$ cat src/rtl/stop_and_wait_arq_sender_core_macros.svh
// Assertion macros shared by the stop-and-wait ARQ sender modules.
`ifndef STOP_AND_WAIT_ARQ_SENDER_CORE_MACROS_SVH
`define STOP_AND_WAIT_ARQ_SENDER_CORE_MACROS_SVH
`ifndef NO_ASSERTIONS
`define SAW_ASSERT(label, expr, msg) \
  label: assert property (@(posedge clk) disable iff (!rst_n) (expr)) else $error(msg);
`define SAW_ASSERT_NEXT(label, ante, cons, msg) \
  label: assert property (@(posedge clk) disable iff (!rst_n) (ante) |=> (cons)) \
    else $error(msg);
`else
`define SAW_ASSERT(label, expr, msg)
`define SAW_ASSERT_NEXT(label, ante, cons, msg)
`endif
`endif

$ cat src/rtl/sawarq_pkg.sv
// Types, constants and codes of the stop-and-wait ARQ sender.
package sawarq_pkg;

  localparam int QUEUE_DEPTH = 16;
  localparam int SEQ_BITS    = 16;
  localparam int TAG_BITS    = 16;

  localparam int QIDX_W = (QUEUE_DEPTH > 1) ? $clog2(QUEUE_DEPTH) : 1;
  localparam int FILL_W = $clog2(QUEUE_DEPTH + 1);
  localparam int CMP_W  = (FILL_W > 5) ? FILL_W : 5;

  typedef logic [SEQ_BITS-1:0] seq_t;
  typedef logic [TAG_BITS-1:0] tag_t;
  typedef logic [QIDX_W-1:0]   qidx_t;
  typedef logic [FILL_W-1:0]   fill_t;
  typedef logic [CMP_W-1:0]    cmp_t;

  typedef enum logic [1:0] {
    OP_NEW    = 2'd0,
    OP_TXDONE = 2'd1,
    OP_ACK    = 2'd2,
    OP_NACK   = 2'd3
  } op_t;

  typedef enum logic [1:0] {
    ACT_NONE   = 2'd0,
    ACT_SEND   = 2'd1,
    ACT_RESEND = 2'd2,
    ACT_DROP   = 2'd3
  } act_t;

  typedef enum logic [1:0] {
    ST_IDLE    = 2'd0,
    ST_SENDING = 2'd1,
    ST_WAITING = 2'd2
  } st_t;

  localparam logic REG_QUEUE_LIMIT = 1'b0;
  localparam logic REG_HEADER_BITS = 1'b1;

  // Classified event handed from front to back.
  typedef struct packed {
    logic        is_new;
    logic        is_txdone;
    logic        is_ack;
    logic        is_nack;
    tag_t        tag;
    logic [15:0] bits;
    seq_t        aseq;
  } evt_t;

  typedef struct packed {
    act_t        action;
    logic [15:0] frame_seq;
    logic [15:0] frame_tag;
    logic [16:0] frame_bits;
    logic [1:0]  state_now;
    logic [4:0]  queue_count;
    logic [15:0] repeat_count;
    logic [31:0] sent_packets;
    logic [31:0] sent_bits;
    logic [31:0] lost_packets;
    logic [31:0] ack_count;
    logic [31:0] nack_count;
  } result_t;

endpackage

$ cat src/rtl/sawarq_front.sv
// Front end: decodes input beats and buffers them in a two-entry event queue.
`include "stop_and_wait_arq_sender_core_macros.svh"
module sawarq_front (
  input  logic               clk,
  input  logic               rst_n,
  input  logic               in_tvalid,
  output logic               in_tready,
  input  logic [47:0]        in_tdata,
  input  logic [7:0]         in_tuser,
  output logic               evt_valid,
  input  logic               evt_ready,
  output sawarq_pkg::evt_t   evt
);

  sawarq_pkg::evt_t slot_r [2];
  logic             wr_ptr_r, wr_ptr_nxt;
  logic             rd_ptr_r, rd_ptr_nxt;
  logic [1:0]       cnt_r, cnt_nxt;
  sawarq_pkg::evt_t dec;
  sawarq_pkg::op_t  op;
  logic             push, pop;

  always_comb begin
    op            = sawarq_pkg::op_t'(in_tuser[1:0]);
    dec.is_new    = (op == sawarq_pkg::OP_NEW);
    dec.is_txdone = (op == sawarq_pkg::OP_TXDONE);
    dec.is_ack    = (op == sawarq_pkg::OP_ACK);
    dec.is_nack   = (op == sawarq_pkg::OP_NACK);
    dec.tag       = sawarq_pkg::tag_t'(in_tdata[15:0]);
    dec.bits      = in_tdata[31:16];
    dec.aseq      = sawarq_pkg::seq_t'(in_tdata[47:32]);
  end

  assign in_tready = (cnt_r != 2'd2);
  assign evt_valid = (cnt_r != 2'd0);
  assign evt       = slot_r[rd_ptr_r];
  assign push      = in_tvalid && in_tready;
  assign pop       = evt_valid && evt_ready;

  always_comb begin
    wr_ptr_nxt = push ? ~wr_ptr_r : wr_ptr_r;
    rd_ptr_nxt = pop ? ~rd_ptr_r : rd_ptr_r;
    cnt_nxt    = cnt_r + {1'b0, push} - {1'b0, pop};
  end

  always_ff @(posedge clk) begin
    if (!rst_n) begin
      wr_ptr_r <= 1'b0;
      rd_ptr_r <= 1'b0;
      cnt_r    <= 2'd0;
    end else begin
      wr_ptr_r <= wr_ptr_nxt;
      rd_ptr_r <= rd_ptr_nxt;
      cnt_r    <= cnt_nxt;
    end
  end

  always_ff @(posedge clk) begin
    if (push) begin
      slot_r[wr_ptr_r] <= dec;
    end
  end

  `SAW_ASSERT(a_front_cnt_max, cnt_r <= 2'd2, "event queue over two entries")
  `SAW_ASSERT_NEXT(a_front_push_grows, push && !pop, cnt_r == $past(cnt_r) + 2'd1, "push lost")
  `SAW_ASSERT(a_front_ptr_sync, (cnt_r != 2'd0) || (wr_ptr_r == rd_ptr_r), "empty ptr mismatch")

endmodule

$ cat src/rtl/sawarq_back.sv
// Back end: link state machine, pending packet queue, counters, result register.
`include "stop_and_wait_arq_sender_core_macros.svh"
module sawarq_back (
  input  logic                  clk,
  input  logic                  rst_n,
  input  logic                  cfg_we,
  input  logic                  cfg_addr,
  input  logic [9:0]            cfg_wdata,
  input  logic                  evt_valid,
  output logic                  evt_ready,
  input  sawarq_pkg::evt_t      evt,
  output logic                  out_tvalid,
  input  logic                  out_tready,
  output sawarq_pkg::result_t   out_res
);

  logic [4:0]          queue_limit_r;
  logic [9:0]          header_bits_r;

  sawarq_pkg::st_t     state_r, state_nxt;
  sawarq_pkg::tag_t    pend_tag_r  [sawarq_pkg::QUEUE_DEPTH];
  logic [15:0]         pend_bits_r [sawarq_pkg::QUEUE_DEPTH];
  sawarq_pkg::qidx_t   head_r, head_nxt;
  sawarq_pkg::qidx_t   tail_r, tail_nxt;
  sawarq_pkg::fill_t   fill_r, fill_nxt;
  sawarq_pkg::seq_t    seq_r, seq_nxt;
  sawarq_pkg::tag_t    tag_r, tag_nxt;
  logic [15:0]         bits_r, bits_nxt;
  logic [15:0]         rep_r, rep_nxt;
  logic [31:0]         sent_pkt_r, sent_pkt_nxt;
  logic [31:0]         sent_bits_r, sent_bits_nxt;
  logic [31:0]         lost_r, lost_nxt;
  logic [31:0]         ack_r, ack_nxt;
  logic [31:0]         nack_r, nack_nxt;

  logic                out_valid_r, out_valid_nxt;
  sawarq_pkg::result_t res_r, res_nxt;

  logic                fire, match, full;
  logic                do_new, do_push, do_drop, do_resend, do_ack, do_pop;
  sawarq_pkg::cmp_t    limit;
  sawarq_pkg::act_t    act;

  assign evt_ready  = !out_valid_r || out_tready;
  assign fire       = evt_valid && evt_ready;
  assign out_tvalid = out_valid_r;
  assign out_res    = res_r;

  // Event decode against current link state
  always_comb begin
    limit = (sawarq_pkg::cmp_t'(queue_limit_r) > sawarq_pkg::cmp_t'(sawarq_pkg::QUEUE_DEPTH))
          ? sawarq_pkg::cmp_t'(sawarq_pkg::QUEUE_DEPTH) : sawarq_pkg::cmp_t'(queue_limit_r);
    full      = sawarq_pkg::cmp_t'(fill_r) >= limit;
    match     = (state_r == sawarq_pkg::ST_WAITING) && (evt.aseq == seq_r);
    do_new    = evt.is_new && (state_r == sawarq_pkg::ST_IDLE);
    do_drop   = evt.is_new && (state_r != sawarq_pkg::ST_IDLE) && full;
    do_push   = evt.is_new && (state_r != sawarq_pkg::ST_IDLE) && !full;
    do_resend = evt.is_nack && match;
    do_ack    = evt.is_ack && match;
    do_pop    = do_ack && (fill_r != '0);
  end

  // Next link state
  always_comb begin
    state_nxt = state_r;
    unique case (state_r)
      sawarq_pkg::ST_IDLE: begin
        if (do_new) state_nxt = sawarq_pkg::ST_SENDING;
      end
      sawarq_pkg::ST_SENDING: begin
        if (evt.is_txdone) state_nxt = sawarq_pkg::ST_WAITING;
      end
      sawarq_pkg::ST_WAITING: begin
        if (do_resend || do_pop) state_nxt = sawarq_pkg::ST_SENDING;
        else if (do_ack)         state_nxt = sawarq_pkg::ST_IDLE;
      end
      default: state_nxt = sawarq_pkg::ST_IDLE;
    endcase
  end

  // Datapath and result
  always_comb begin
    head_nxt      = head_r;
    tail_nxt      = tail_r;
    fill_nxt      = fill_r;
    seq_nxt       = seq_r;
    tag_nxt       = tag_r;
    bits_nxt      = bits_r;
    rep_nxt       = rep_r;
    sent_pkt_nxt  = sent_pkt_r;
    sent_bits_nxt = sent_bits_r;
    lost_nxt      = lost_r;
    ack_nxt       = ack_r;
    nack_nxt      = nack_r;
    act           = sawarq_pkg::ACT_NONE;

    if (do_push) begin
      tail_nxt = (tail_r == sawarq_pkg::qidx_t'(sawarq_pkg::QUEUE_DEPTH - 1))
               ? '0 : tail_r + 1'b1;
      fill_nxt = fill_r + 1'b1;
    end
    if (do_drop) begin
      lost_nxt = lost_r + 32'd1;
      act      = sawarq_pkg::ACT_DROP;
    end
    if (do_resend) begin
      if (rep_r != 16'hFFFF) rep_nxt = rep_r + 16'd1;
      nack_nxt = nack_r + 32'd1;
      act      = sawarq_pkg::ACT_RESEND;
    end
    if (do_ack) begin
      ack_nxt = ack_r + 32'd1;
      if (!do_pop) rep_nxt = 16'd0;
    end
    if (do_pop) begin
      head_nxt = (head_r == sawarq_pkg::qidx_t'(sawarq_pkg::QUEUE_DEPTH - 1))
               ? '0 : head_r + 1'b1;
      fill_nxt = fill_r - 1'b1;
    end
    // New frame, from the input beat or from the queue head
    if (do_new || do_pop) begin
      seq_nxt       = seq_r + 1'b1;
      tag_nxt       = do_new ? evt.tag : pend_tag_r[head_r];
      bits_nxt      = do_new ? evt.bits : pend_bits_r[head_r];
      rep_nxt       = 16'd1;
      sent_pkt_nxt  = sent_pkt_r + 32'd1;
      sent_bits_nxt = sent_bits_r + {16'd0, bits_nxt};
      act           = sawarq_pkg::ACT_SEND;
    end

    res_nxt              = '0;
    res_nxt.action       = act;
    if ((act == sawarq_pkg::ACT_SEND) || (act == sawarq_pkg::ACT_RESEND)) begin
      res_nxt.frame_seq  = 16'(seq_nxt);
      res_nxt.frame_tag  = 16'(tag_nxt);
      res_nxt.frame_bits = {7'd0, header_bits_r} + {1'b0, bits_nxt};
    end
    res_nxt.state_now    = state_nxt;
    res_nxt.queue_count  = 5'(fill_nxt);
    res_nxt.repeat_count = rep_nxt;
    res_nxt.sent_packets = sent_pkt_nxt;
    res_nxt.sent_bits    = sent_bits_nxt;
    res_nxt.lost_packets = lost_nxt;
    res_nxt.ack_count    = ack_nxt;
    res_nxt.nack_count   = nack_nxt;

    out_valid_nxt = fire ? 1'b1 : (out_tready ? 1'b0 : out_valid_r);
  end

  always_ff @(posedge clk) begin
    if (!rst_n) begin
      queue_limit_r <= 5'd16;
      header_bits_r <= 10'd0;
    end else if (cfg_we) begin
      case (cfg_addr)
        sawarq_pkg::REG_QUEUE_LIMIT: queue_limit_r <= cfg_wdata[4:0];
        sawarq_pkg::REG_HEADER_BITS: header_bits_r <= cfg_wdata;
        default: ;
      endcase
    end
  end

  always_ff @(posedge clk) begin
    if (!rst_n) begin
      state_r     <= sawarq_pkg::ST_IDLE;
      head_r      <= '0;
      tail_r      <= '0;
      fill_r      <= '0;
      seq_r       <= '0;
      tag_r       <= '0;
      bits_r      <= '0;
      rep_r       <= '0;
      sent_pkt_r  <= '0;
      sent_bits_r <= '0;
      lost_r      <= '0;
      ack_r       <= '0;
      nack_r      <= '0;
      out_valid_r <= 1'b0;
    end else begin
      out_valid_r <= out_valid_nxt;
      if (fire) begin
        state_r     <= state_nxt;
        head_r      <= head_nxt;
        tail_r      <= tail_nxt;
        fill_r      <= fill_nxt;
        seq_r       <= seq_nxt;
        tag_r       <= tag_nxt;
        bits_r      <= bits_nxt;
        rep_r       <= rep_nxt;
        sent_pkt_r  <= sent_pkt_nxt;
        sent_bits_r <= sent_bits_nxt;
        lost_r      <= lost_nxt;
        ack_r       <= ack_nxt;
        nack_r      <= nack_nxt;
      end
    end
  end

  always_ff @(posedge clk) begin
    if (fire) res_r <= res_nxt;
    if (fire && do_push) begin
      pend_tag_r[tail_r]  <= evt.tag;
      pend_bits_r[tail_r] <= evt.bits;
    end
  end

  `SAW_ASSERT(a_back_fill_max, fill_r <= sawarq_pkg::fill_t'(sawarq_pkg::QUEUE_DEPTH), "fill overflow")
  `SAW_ASSERT(a_back_empty_ptrs, (fill_r != '0) || (head_r == tail_r), "empty queue ptr mismatch")
  `SAW_ASSERT_NEXT(a_back_send_state, fire && (act == sawarq_pkg::ACT_SEND), state_r == sawarq_pkg::ST_SENDING, "send without sending state")
  `SAW_ASSERT_NEXT(a_back_txdone, fire && evt.is_txdone && (state_r == sawarq_pkg::ST_SENDING), state_r == sawarq_pkg::ST_WAITING, "transmit done not taken")

endmodule

$ cat src/rtl/stop_and_wait_arq_sender_core.sv
// Stop-and-wait ARQ sender: on each link event, emits one status beat.
//
// Input stream: one beat per link event (new packet, transmit done, ACK,
// NACK); the event kind rides on in_tuser. Output stream: exactly one beat
// per input beat, in order, with the action taken, the frame to (re)send
// and the running statistics counters.
// Throughput: one event per cycle while out_tready is high. Each beat
// passes through the event queue and then the result register on its way
// to the output. The rate is set by the back end's state update, which
// handles each event in the cycle it leaves the queue.
// Configuration writes (cfg_we/cfg_addr/cfg_wdata) take effect at the next edge;
// the user must make them only while no event is in flight; the block does not enforce it.
// Reset (rst_n low, synchronous) empties the event queue and pending
// packet queue, sets the link idle, clears all counters and restores
// queue_limit to 16 and header_bits to 0.
// When out_tready is low the result register holds its beat; the back
// end stalls, the two-entry event queue fills and then in_tready drops.
module stop_and_wait_arq_sender_core (
  input  logic         clk,
  input  logic         rst_n,
  input  logic         in_tvalid,
  output logic         in_tready,
  input  logic [47:0]  in_tdata,   // packet_tag[15:0], packet_bits[31:16], ack_seq_in[47:32]
  input  logic [7:0]   in_tuser,   // opcode[1:0], zero above
  output logic         out_tvalid,
  input  logic         out_tready,
  output logic [231:0] out_tdata,  // frame_seq[15:0], frame_tag[31:16], frame_bits[48:32],
                                   // state_now[50:49], queue_count[55:51],
                                   // repeat_count[71:56], sent_packets[103:72],
                                   // sent_bits[135:104], lost_packets[167:136],
                                   // ack_count[199:168], nack_count[231:200]
  output logic [7:0]   out_tuser,  // action[1:0], zero above
  input  logic         cfg_we,
  input  logic         cfg_addr,
  input  logic [9:0]   cfg_wdata
);

  logic                evt_valid;
  logic                evt_ready;
  sawarq_pkg::evt_t    evt;
  sawarq_pkg::result_t res;

  sawarq_front u_front (
    .clk       (clk),
    .rst_n     (rst_n),
    .in_tvalid (in_tvalid),
    .in_tready (in_tready),
    .in_tdata  (in_tdata),
    .in_tuser  (in_tuser),
    .evt_valid (evt_valid),
    .evt_ready (evt_ready),
    .evt       (evt)
  );

  sawarq_back u_back (
    .clk        (clk),
    .rst_n      (rst_n),
    .cfg_we     (cfg_we),
    .cfg_addr   (cfg_addr),
    .cfg_wdata  (cfg_wdata),
    .evt_valid  (evt_valid),
    .evt_ready  (evt_ready),
    .evt        (evt),
    .out_tvalid (out_tvalid),
    .out_tready (out_tready),
    .out_res    (res)
  );

  assign out_tuser = {6'd0, res.action};
  assign out_tdata = {res.nack_count, res.ack_count, res.lost_packets, res.sent_bits,
                      res.sent_packets, res.repeat_count, res.queue_count, res.state_now,
                      res.frame_bits, res.frame_tag, res.frame_seq};

endmodule
$ cat config.mk
export PLATFORM = sky130hd
export DESIGN_NAME = stop_and_wait_arq_sender_core
export DESIGN_NICKNAME = d
export VERILOG_FILES = /design/src/rtl/sawarq_pkg.sv /design/src/rtl/sawarq_front.sv /design/src/rtl/sawarq_back.sv /design/src/rtl/stop_and_wait_arq_sender_core.sv
export VERILOG_INCLUDE_DIRS = /design/src /design/src/rtl
export SDC_FILE = /design/constraint.sdc
export NUM_CORES = 2
export LEC_CHECK = 0
export ABC_AREA = 1
export BUFFER_PORTS_ARGS = -buffer_cell sky130_fd_sc_hd__buf_4
export CAP_MARGIN = 20
export CORE_ASPECT_RATIO = 0.5
export CORE_MARGIN = 2
export CORE_UTILIZATION = 55
export CTS_CLUSTER_DIAMETER = 80
export DETAILED_ROUTE_END_ITERATION = 8
export GPL_TIMING_DRIVEN = 0
export HOLD_SLACK_MARGIN = 0.08
export PLACE_DENSITY = 0.76
export SLEW_MARGIN = 15
export SYNTH_ARGS = -nofsm -noshare
export SYNTH_HDL_FRONTEND = slang
export SYNTH_SLANG_ARGS = --single-unit
export TNS_END_PERCENT = 50
$ cat constraint.sdc
create_clock -name clk -period 10.5 [get_ports clk]
set_clock_uncertainty 0.15 [all_clocks]
set_input_delay 1.05 -clock clk [delete_from_list [all_inputs] [get_ports clk]]
set_output_delay 1.05 -clock clk [all_outputs]
set_load 0.05 [all_outputs]
* After elaboration in Yosys (flattened, before gate mapping)
Memory sizes are Yosys's and may differ from the RTL's. A register that Yosys moved wholly into a read port is not among the register bits.
Index checks and enable logic that the tools add are counted.
** Word-level totals
- Bits in writable memories :: 616
- Output and inout port bits :: 242
- Flip-flop bits (word level) :: 493
- Memories :: 3
** Memories
- u_back.pend_bits_r :: depth 16, width 16, read ports 1, clocked after Yosys merged registers in 1, write ports 1, RTL line sawarq_back.sv:22 : logic [15:0] pend_bits_r [sawarq_pkg::QUEUE_DEPTH];
- u_back.pend_tag_r :: depth 16, width 16, read ports 1, clocked after Yosys merged registers in 1, write ports 1, RTL line sawarq_back.sv:21 : sawarq_pkg::tag_t pend_tag_r [sawarq_pkg::QUEUE_DEPTH];
- u_front.slot_r :: depth 2, width 52, read ports 1, clocked after Yosys merged registers in 1, write ports 1, RTL line sawarq_front.sv:15 : sawarq_pkg::evt_t slot_r [2];
** Operators by class
- Equality and inequality tests :: 12
- Mux-type cells :: 40
- Reduce and logical (&&, ||, !) cells :: 27
- Add/sub/neg operators :: 14
- Magnitude comparators :: 2
- Bitwise gates (word level) :: 3
** Operator list (number)
- 2-to-1 mux 16 bit :: 10
- 2-to-1 mux 32 bit :: 5
- adder 32 x 1 -> 32 bit, second input constant :: 4
- adder 16 x 1 -> 16 bit, second input constant :: 2
- adder 32 x 16 -> 32 bit :: 1
- 2-to-1 mux 4 bit :: 6
- adder 10 x 16 -> 17 bit :: 1
- equality test 16 bit :: 1
- != test 16 bit, second input constant :: 1
- 2-to-1 mux 5 bit :: 3
- 2-to-1 mux 2 bit :: 7
- logical AND 1 bit :: 11
- adder 4 x 1 -> 4 bit, second input constant :: 2
- equality test 2 bit, second input constant :: 4
- equality test 4 bit, second input constant :: 2
- 2-to-1 mux 1 bit :: 8
- AND reduction 2 bit :: 4
- equality test 2 x 1 -> 1 bit, second input constant :: 3
- one-hot mux 2 bit (3 select lines) :: 1
- nonzero test 2 bit :: 3
- adder 5 x 1 -> 5 bit, second input constant :: 1
- greater-or-equal comparator 5 bit :: 1
- greater-than comparator 5 bit, second input constant :: 1
- nonzero test 5 bit :: 1
- 8 further kinds :: 15

* Depth between registers and ports, before layout
- Depth in word-level cells :: 9
- Mapped depth :: 33

* By module
Synthesis repeated with hierarchy kept, for this count alone.
** Second synthesis, totals
- Cells, all modules :: 4903
- Area, all modules :: 49612.6 um2
** Modules (own cells, without submodules)
- sawarq_back :: cells each 4691, area an instance 45294.7 um2, times used 1
- sawarq_front :: cells each 205, area an instance 4269.1 um2, times used 1
- stop_and_wait_arq_sender_core :: cells each 7, area an instance 48.8 um2, times used 1

* Worst setup path after synthesis
No wires, ideal clock.
- Path type :: in2reg
- Start :: in out_tready
- End :: reg u_front.cnt_r[1]
- Data arrival time :: 9.887 ns
- Data required time :: 10.280 ns
- Slack :: 0.393 ns
- Cell stages on the path :: 10
- Cells stage by stage :: nor2_1 a21oi_1 clkbuf_1 buf_1 ha_1 inv_1 ha_1 xor2_1 o21ai_0 a21oi_1
** On the way
- Word-level cells in the longest chain between the ends :: 3
** RTL lines
- from (decl) :: RTL line stop_and_wait_arq_sender_core.sv:26 : input logic out_tready,
- logical OR 1 bit :: RTL line sawarq_back.sv:44 : assign evt_ready = !out_valid_r || out_tready;
- logical AND 1 bit
- via u_back.fire :: RTL line sawarq_back.sv:39 : logic fire, match, full;
- subtractor 2 x 1 -> 2 bit :: RTL line sawarq_front.sv:43 : cnt_nxt = cnt_r + {1'b0, push} - {1'b0, pop};
- to (signal assigned) :: RTL line sawarq_front.sv:54 : cnt_r <= cnt_nxt;
- to (decl) :: RTL line sawarq_front.sv:18 : logic [1:0] cnt_r, cnt_nxt;
The timed path passes the listed nets, and every way through them passes these cells.
A chain may end at the register's enable or synchronous reset.

==> results.sh <==
export IMPL_hold_start="u_back.queue_limit_r[0]"
export IMPL_numCtsBuffers=96
export IMPL_fin_ws_ns=4.04
export IMPL_cp_max_fo=10
export IMPL_grt_max_degree=39
export IMPL_synth_avg_cell_area_um2=10.0
export IMPL_drv_slew=0
export IMPL_die_area_um2=91700
export IMPL_setup_tns_final_ns=0
export IMPL_yosysTopAreaCell="edfxtp_1"
export IMPL_cts_tree="done"
export IMPL_synth_main_ff_cell="edfxtp_1"
export IMPL_ys_types=51
export IMPL_r2r_cells=20
export IMPL_first_pass_iters=6
export IMPL_synth_area_um2=49100
export IMPL_cts_path_max_buffers=3
export IMPL_finalSetupViolations=0
export IMPL_die_y_um=215
export IMPL_clk_latency_ns=0.72
export IMPL_hold_buffers=0
export IMPL_ff2ff_setup_slack_ns=4.04
export IMPL_clk_pin_slew_worst_paths_ns=0.08
export IMPL_rsz0062_at_grt="no"
export IMPL_use_met2=0.483
export IMPL_h_tree_depth=3
export IMPL_max_slew_margin_rel=0.185
export IMPL_timing_final_crit_period_ns=6.46
export IMPL_cp_top_family="compound AO/OA/AOI/OAI gates"
export IMPL_overflow=0
export IMPL_fp_dieW_um=426
export IMPL_drtAntennaViolNets=0
export IMPL_post_cts_repair_setup_buffers=0
export IMPL_start_kind="register"
export IMPL_power_leakage_nw=22.4
export IMPL_io_pins=314
export IMPL_cts_root_buf="clkbuf_16"
export IMPL_synth_area_mux_share=0
export IMPL_dpl_hpwl_mm=108
export IMPL_track_usage=0.323
export IMPL_irDropWorstVdd_mv=0.266
export IMPL_dp_worst_setup_slack_ns=4.41
export IMPL_finish_utilization=0.643
export IMPL_worstPathCellList="inv_1, buf_2, clkbuf_1, clkbuf_1, nor2_1, o221ai_1, nand3_1, a31oi_1, ha_1, inv_1, fa_1, o21ai_0, a21boi_0, o21ai_0, nand3_1, nand2_1, xnor2_1, o21ai_0, o21ai_0, inv_1"
export IMPL_finalHoldViolCount=0
export IMPL_hold_path_class="reg -> reg"
export IMPL_synth_area_leaders="edfxtp_1 52%, dfxtp_1 11%, o21ai_0 6.1%"
export IMPL_place_congestion=0.958
export IMPL_hold_path_depth=2
export IMPL_clock_sinks=1114
export IMPL_wirelength_mm=151
export IMPL_fmax_mhz=155
export IMPL_maxCapViolations=0
export IMPL_r2r_end="u_back.sent_bits_r[10]"
export IMPL_finalPower_mw=17.7
export IMPL_top_usage_layer="met2"
export IMPL_vias=39200
export IMPL_syn_inst=4899
export IMPL_ys_ff_latch=1114
export IMPL_yosysWarnings=0
export IMPL_synth_top_area_frac=0.520
export IMPL_gr_usage_met3=0.0863
export IMPL_antenna_found_initial=6
export IMPL_synth_compound_area_frac=0.121
export IMPL_hold_ws_ns=0.332
export IMPL_ys_seq_area_frac=0.628
export IMPL_fin_crit_sh=0.615
export IMPL_drc_errors=0
export IMPL_hold_end="u_back.queue_limit_r[0]"
export IMPL_synthAdderAreaFrac=0.0128
export IMPL_crit_buf_inv=6
export IMPL_slowest_delay_ns=0.70
export IMPL_initial_utilization=0.555
export IMPL_crit_path_end_kind="register"
export IMPL_worst_pin_slew_ns=1.22
export IMPL_ctsResizeCount=0
export IMPL_powerDensity_nw_per_um2=312
export IMPL_synth_xor_area_frac=0.0320
export IMPL_post_route_cells_drive_above_1_share=0.106
export IMPL_portBuffers=301
export IMPL_nets=5453
export IMPL_core_area_um2=88300
export IMPL_synth_simple_gate_area_share=0.138
export IMPL_area_growth_syn_to_layout_pct=15.8
export IMPL_cp_required_ns=11.01
export IMPL_use_met1=0.449
export IMPL_drtIter0Drc=5560
export IMPL_worstPathArrival_ns=6.97
export IMPL_async_reset_ff_frac=0
export IMPL_synth_edf_count=850
export IMPL_grt_pass1_wl_mm=222
export IMPL_vias_per_cell=5.94
export IMPL_synth_top_family_by_area="simple AND/OR/NAND/NOR gates"
export IMPL_worstSetupPathType="reg -> reg"
export IMPL_avgRoutedWirePerCell_um=22.9
export IMPL_status="finished, final reports clean"
export IMPL_num_rows=77
export IMPL_cpMaxStageDelayCell="clkbuf_1"
export IMPL_grt_pass1_vias=37200
export IMPL_crit_path_frequent_cell="o21ai_0"
cell type report:
type                       count  area [um^2]
clock buffer                 124         2660
inverter                     615         2310
multi-input combinational   2932        15100
fill                        6836        31600
timing repair buffer         330         2880
antenna                        4         10.0
clock inverter                57          548
sequential                  1114        30800
tap                         1185         1480
buffer                       243         1020
stage by stage:
stage	instance area, um^2	std cells
finish	56800	6604
global placement	52800	6390
global route	56800	6602
floorplan	49100	4904
CTS	56800	6600
detailed placement	53600	6419
cells in the mapped netlist (all sizes together), types with 47 or more instances:
master	n
buf	55
ha	47
clkbuf	188
nor2	616
xor2	167
o221ai	93
nand4	49
edfxtp	850
inv	611
dfxtp	264
o21ai	615
nand3	183
nor3	81
nand2	648
a21oi	248
registers in the layout, indices dropped and copies added (netlist names), 5 cells and up, named ones only:
register / cells
u_back.ack_r: 32
u_back.bits_r: 16
u_back.fill_r: 5
u_back.header_bits_r: 10
u_back.lost_r: 32
u_back.nack_r: 32
u_back.out_res: 234
u_back.pend_bits_r: 256
u_back.pend_tag_r: 256
u_back.queue_limit_r: 5
u_back.rep_r: 16
u_back.sent_bits_r: 32
u_back.sent_pkt_r: 32
u_back.seq_r: 16
u_back.tag_r: 16
u_front.slot_r: 104
metal layers:
metal,share of wire,up-vias
met5,0.000086,-
met4,0.042,2
met3,0.13,365
met2,0.44,2553
met1,0.39,18700
li1,-,17600
cells in the final DEF, fill, tap and decap left out, types with 48 or more instances in the layout:
cell type and instances:
a21oi_1 248, buf_4 316, clkbuf_1 204, clkbuf_16 99
dfxtp_1 264, edfxtp_1 850, inv_1 606, nand2_1 646
nand3_1 180, nand4_1 48, nor2_1 594, nor3_1 80
o21ai_0 597, o221ai_1 93, xor2_1 167
report_power, final:
group	total (mW)	switching [mW]	internal, mW
combinational	7.17	5.33	1.85
sequential	6.87	0.635	6.24
clock	3.67	1.72	1.95
total	17.7	7.68	10.0
cells by family after synthesis:
| family | after synthesis |
|---|---|
| compound gates | 1070 |
| xor+xnor | 179 |
| simple gates | 1628 |
| flops | 1114 |
| buf+inv | 858 |
| fa+ha+maj | 49 |
| other cells | 1 |
worst max path at each step:
stage               cells past startpoint  startpoint                     end  slack, ns
floorplan                              10  out_tready        u_front.cnt_r[1]       0.39
global placement                       11  out_tready        u_front.cnt_r[1]      -3.00
detailed placement                     20    register  u_back.sent_bits_r[10]       4.41
CTS                                    20    register  u_back.sent_bits_r[10]       4.34
global route                           22    register  u_back.sent_bits_r[26]       3.95
finish                                 20    register  u_back.sent_bits_r[10]       4.04
worst register-to-register path: cells and delay by family, from the launching register on:
kind                     cells  cell delay [ns]
adder cells (fa/ha/maj)      2             0.72
AND/OR/NAND/NOR              4             0.50
XOR/XNOR                     1             0.06
AO/OA/AOI/OAI                7             2.48
flip-flops                   1             0.51
buffers and inverters        6             1.97
(Power assumes the default switching activity.)
